**config.mk**
```make
export PLATFORM = sky130hd
export DESIGN_NAME = pcc_edge_cross
export DESIGN_NICKNAME = d
export VERILOG_FILES = /design/src/rtl/pcc_edge_cross.sv
export SDC_FILE = /design/constraint.sdc
export NUM_CORES = 2
export LEC_CHECK = 0
export BUFFER_PORTS_ARGS = -buffer_cell sky130_fd_sc_hd__buf_2
export CAP_MARGIN = 20
export CORE_UTILIZATION = 60
export CTS_BUF_LIST = sky130_fd_sc_hd__clkbuf_4
export DETAILED_ROUTE_END_ITERATION = 10
export PLACE_DENSITY = 0.79
export SLEW_MARGIN = 10
export SYNTH_ARGS = -nofsm -noshare
export SYNTH_HDL_FRONTEND = slang
export SYNTH_SLANG_ARGS = --single-unit
```
**constraint.sdc**
```tcl
create_clock -name clk -period 18.5 [get_ports clk]
set_clock_uncertainty 0.15 [all_clocks]
set_input_delay 2.775 -clock clk [delete_from_list [all_inputs] [get_ports clk]]
set_output_delay 2.775 -clock clk [all_outputs]
set_load 0.05 [all_outputs]
```
**src/rtl/pcc_edge_cross.sv**
```systemverilog
`timescale 1ns / 1ps
// ----------------------------------------------------------------------------
// pcc_edge_cross: registered cross product terms of edge vectors a and b
// Forms a.x*b.y and a.y*b.x and holds them in a register.
// ----------------------------------------------------------------------------
module pcc_edge_cross #(
	parameter int DIFF_BITS = 17
) (
	input  logic                          clk,
	input  logic                          en,
	input  logic signed [DIFF_BITS-1:0]   a_x,
	input  logic signed [DIFF_BITS-1:0]   a_y,
	input  logic signed [DIFF_BITS-1:0]   b_x,
	input  logic signed [DIFF_BITS-1:0]   b_y,
	output logic signed [2*DIFF_BITS-1:0] prod_l_s2,
	output logic signed [2*DIFF_BITS-1:0] prod_r_s2
);

	logic signed [2*DIFF_BITS-1:0] prod_l;
	logic signed [2*DIFF_BITS-1:0] prod_r;

	assign prod_l = (2*DIFF_BITS)'(a_x) * (2*DIFF_BITS)'(b_y);
	assign prod_r = (2*DIFF_BITS)'(a_y) * (2*DIFF_BITS)'(b_x);

	// hold the terms while the stage is stalled
	always_ff @(posedge clk) begin
		if (en) begin
			prod_l_s2 <= prod_l;
			prod_r_s2 <= prod_r;
		end
	end

endmodule

```
After elaboration in Yosys (flattened, before gate mapping)
Cells that the tools add are included.
W data, S select, Z words.
{"block": "word_totals", "register_bits": 68}
{"block": "classes", "multipliers": 2}
{"op": "$mul A17 B17 Y34", "count": 2}

Depth between registers and ports, before layout
{"block": "logic_depth", "word_depth": 1, "ltp_mapped": 24}

Worst setup path before layout
No wires, ideal clock.
{"block": "synth_timing", "path_kind": "in2reg", "from": "input port b_y[2]", "to": "register prod_l_s2[26], data pin", "setup_ns": 0.271, "arrival_ns": 8.235, "cell_stages": 21, "setup_slack_ns": 9.845, "t_required_ns": 18.079, "cell_sequence": "clkbuf_1 -> nand2_1 -> fa_1 -> fa_1 -> fa_1 -> inv_1 -> fa_1 -> fa_1 -> inv_1 -> fa_1 -> inv_1 -> ha_1 -> a21o_1 -> a21o_1 -> a21oi_1 -> o21ai_1 -> a221o_1 -> a31oi_1 -> o21ai_2 -> a2111oi_0 -> nor3b_1"}
{"block": "synth_via", "elab_chain_cells": 1}
{"element": "start: declaration", "line": "14", "text": "input logic signed [DIFF_BITS-1:0] b_y,"}
{"element": "$mul A17 B17 Y34", "line": "22", "text": "assign prod_l = (2*DIFF_BITS)'(a_x) * (2*DIFF_BITS)'(b_y);"}
{"element": "net prod_l[26]", "line": "19", "text": "logic signed [2*DIFF_BITS-1:0] prod_l;"}
{"element": "end signal: assignment", "line": "28", "text": "prod_l_s2 <= prod_l;"}
{"element": "end: declaration", "line": "15", "text": "output logic signed [2*DIFF_BITS-1:0] prod_l_s2,"}
The timed path passes the listed nets, and every way through them passes these cells.
A chain may end at the register's enable or synchronous reset.

Worst setup path in the final report
{"block": "layout_timing", "from": "input port b_x[2]", "to": "register prod_r_s2[33], data pin"}
{"block": "layout_via", "elab_chain_cells": 1}
{"element": "start: declaration", "line": "13", "text": "input logic signed [DIFF_BITS-1:0] b_x,"}
{"element": "$mul A17 B17 Y34", "line": "23", "text": "assign prod_r = (2*DIFF_BITS)'(a_y) * (2*DIFF_BITS)'(b_x);"}
{"element": "net prod_r[33]", "line": "20", "text": "logic signed [2*DIFF_BITS-1:0] prod_r;"}
{"element": "end signal: assignment", "line": "29", "text": "prod_r_s2 <= prod_r;"}
{"element": "end: declaration", "line": "16", "text": "output logic signed [2*DIFF_BITS-1:0] prod_r_s2"}
The timed path passes the listed nets, and every way through them passes these cells.

==> metrics.md <==
| Metric | Value |
|---|---|
| Fmax | `0.1137 GHz` |
| Critical path peak fanout | `17` |
| RePlAce Congestion | `0.8791` |
| CTS resizes | `0` |
| H-tree levels | `3` |
| Grt ovf | `0` |
| Period minus WS final | `between 8 and 9 ns` |
| Mux share of post-synthesis cell area | `0%` |
| First-pass GRT wire length | `91.25 mm` |
| Avg Vias per Cell | `around 5.5` |
| Maximum clock path buffer count | `2` |
| Starting Density | `between 60% and 70%` |
| Die Ht | `~200 um` |
| Die area | `40280 sq um` |
| Cts hold-fix bufs | `0` |
| Synth Area in XOR/XNOR | `approximately 2.4%` |
| # diodes | `0` |
| Post-synth top flop | `edfxtp_1` |
| Critical Path RT | `18.53 ns` |
| Total number of vias | `between 15000 and 20000` |
| Drt total wl | `between 50 and 60 mm` |
| I/O pin count | `approximately 140` |
| Synth Area in Compound Gates | `4.568%` |
| Synth Area in Adders | `59.00%` |
| Share of cells above drive strength 1 | `6.701%` |
| Post-CTS Setup Inserts | `0` |
| Slew headroom | `39.47%` |
| Post-Synth Simple-Gate Area | `14.71%` |
| TritonRoute pass-1 iters | `5` |
| Largest family of logic cells by synthesized area | `adder cells` |
| Sequential fraction of the synthesis area | `8.619%` |
| CP Launch Type | `input port` |
| Core Rows | `around 70` |
| Netlist Area Pre-Place | `23690 sq um` |
| Worst EP arrival | `8.82 ns` |
| Max-slew violation count | `0` |
| Inserted Clock Buffers | `9` |
| Syn Nets | `3247` |
| Register area | `2042 sq um` |
| Antenna violations before repair | `0` |
| Slew at the pin with the worst max-slew slack | `about 0.9 ns` |
| Max-Cap Viols | `0` |
| Yosys reg bits | `68` |
| Initial DRC Count | `899` |
| TritonCTS clock tree | `yes` |
| Clk sinks | `68` |
| Clock root buffer | `clkbuf_4` |
| Crit end category | `flop` |
| Vias in the first global route | `18710` |
| Hold Crit Start | `a_y[0]` |
| Unique masters post-synth | `63` |
| Final net count | `3319` |
| Yosys synthesis warning count | `0` |
| Fillers | `approximately 3200` |
| Drc violations | `0` |
| Core footprint | `around 39000 sq um` |
| Multi-input logic area | `19120 sq um` |
| PortBufs | `137` |
| Post-layout util | `between 60% and 70%` |
| Clock transition at path regs | `around 0.12 ns` |
| TNS Setup | `0 ns` |
| Post-synth EDFFs | `68` |
| GRT Overall Usage | `28.49%` |
| Hpwl dp | `43.99 mm` |
| Largest net degree at the start of global routing | `69` |
| Gate Count Post-Synth | `about 2400` |
| Final setup vio count | `0` |
| Worst hold path class | `input port to flop` |
| Area Overhead vs Synth | `5.144%` |
| Crit Path Class | `input port to flop` |
| Avg Cell Area, Syn | `approximately 9.8 sq um` |
| Die W | `200.7 um` |
| Status | `completed` |
| Fraction of registers with async set or reset after synthesis | `0%` |
| Fin crit share | `47.54%` |
| Hold path cells | `2` |
| Post-DRT Antenna Nets | `0` |
| RSZ-0062 raised after global routing | `no` |
| Final hold vios | `0` |
| Routed wire per std cell | `17.33 um` |
| Hold path endpoint | `prod_r_s2[0]$_DFFE_PP_` |
==> logic make-up (layout without fill, tap and decap cells) <==
group,Yosys count,in the layout
xor+xnor,66,66
buf+inv,673,750
compound gates,159,159
fa+ha+maj,762,762
flops,68,68
simple gates,687,687
==> final cells by class <==
cell class                 count  share of cell area (%)
multi-input combinational   1674                   76.77
inverter                     596                   8.981
sequential                    68                   8.197
timing repair buffer         138                   2.783
tap                          518                   2.602
clock inverter                 7                  0.3968
clock buffer                   9                  0.2712
==> registers in the layout (all words and copies together) (netlist names) <==
name and flops:
prod_l_s2 34, prod_r_s2 34
==> layer usage <==
metal	up-vias	track usage (%)	part of all wire (%)	wire length [um]
met5	-	0	0	0
met4	0	11.78	4.4	2320
met3	167	3.945	6.2	3213
met2	615	48.28	51	26500
met1	8524	37.11	39	20140
li1	7263	-	-	-
==> stage by stage <==
| step | setup WS [ns] | area, sq um | hold WS [ns] | instances |
|---|---|---|---|---|
| final | 9.706 | 24910 | 2.752 | 3010 |
| after global routing | 9.451 | 24910 | 2.717 | 3010 |
| after CTS | 9.737 | 24910 | 2.694 | 3010 |
| after detailed placement | 9.274 | 24740 | 3.169 | 2994 |
| after global placement | 9.439 | 24740 | 3.165 | 2994 |
| after floorplan | 9.845 | 23690 | 2.738 | 2415 |
==> how the worst max path moves through the flow <==
stage	from	endpoint	slack, ns	depth (start not counted)
3_3_place_gp	a_x[8]	prod_l_s2[26]$_DFFE_PP_	9.44	22
2_1_floorplan	b_y[2]	prod_l_s2[26]$_DFFE_PP_	9.84	21
5_1_grt	b_y[2]	prod_l_s2[26]$_DFFE_PP_	9.45	21
3_5_place_dp	a_y[12]	prod_r_s2[33]$_DFFE_PP_	9.27	21
4_1_cts	a_y[12]	prod_r_s2[33]$_DFFE_PP_	9.74	21
6_report	b_x[2]	prod_r_s2[33]$_DFFE_PP_	9.71	21
==> synthesized netlist by cell type, types with 3 or more instances <==
| cell | n | area (sq um) |
|---|---|---|
| a211oi_1 | 10 | 75.07 |
| a21boi_0 | 4 | 30.03 |
| a21o_1 | 25 | 187.7 |
| a21oi_1 | 41 | 205.2 |
| a31oi_1 | 7 | 43.79 |
| and2_1 | 292 | 1827 |
| and3_1 | 7 | 43.79 |
| clkbuf_1 | 76 | 285.3 |
| edfxtp_1 | 68 | 2042 |
| fa_1 | 592 | 11850 |
| ha_1 | 170 | 2127 |
| inv_1 | 596 | 2237 |
| nand2_1 | 277 | 1040 |
| nand2b_1 | 13 | 81.33 |
| nand3_1 | 10 | 50.05 |
| nor2_1 | 48 | 180.2 |
| nor2b_1 | 5 | 31.28 |
| nor3_1 | 9 | 45.04 |
| nor4_1 | 3 | 18.77 |
| o211ai_1 | 3 | 22.52 |
| o21a_1 | 11 | 82.58 |
| o21ai_0 | 24 | 120.1 |
| o21ai_1 | 3 | 15.01 |
| o21bai_1 | 5 | 37.54 |
| or3_1 | 7 | 43.79 |
| xnor2_1 | 55 | 481.7 |
| xor2_1 | 11 | 96.34 |
==> placed cells by master (no fill, tap or decap), types with 11 or more instances in the layout <==
| master | instances |
|---|---|
| xnor2_1 | 55 |
| fa_1 | 592 |
| xor2_1 | 11 |
| ha_1 | 170 |
| nand2b_1 | 13 |
| nor2_1 | 48 |
| buf_2 | 137 |
| o21ai_0 | 24 |
| edfxtp_1 | 68 |
| and2_1 | 292 |
| inv_1 | 596 |
| o21a_1 | 11 |
| a21o_1 | 25 |
| nand2_1 | 277 |
| a21oi_1 | 41 |
==> critical path, stage by stage <==
cell	delay, ns
buf_2	0.31
nand2_1	0.15
fa_1	0.54
fa_1	0.55
inv_1	0.05
fa_1	0.50
inv_1	0.06
fa_1	0.55
fa_1	0.43
fa_1	0.49
inv_1	0.04
ha_1	0.37
o21a_1	0.16
o211ai_1	0.08
o21a_1	0.20
a31oi_1	0.46
a41oi_1	0.33
a211oi_1	0.40
nor4_1	0.09
o21bai_1	0.16
xnor2_1	0.09
Power is left out: the tool's default activity adds up to more than one toggle a clock period on the data nets, which glitch-free logic cannot reach.
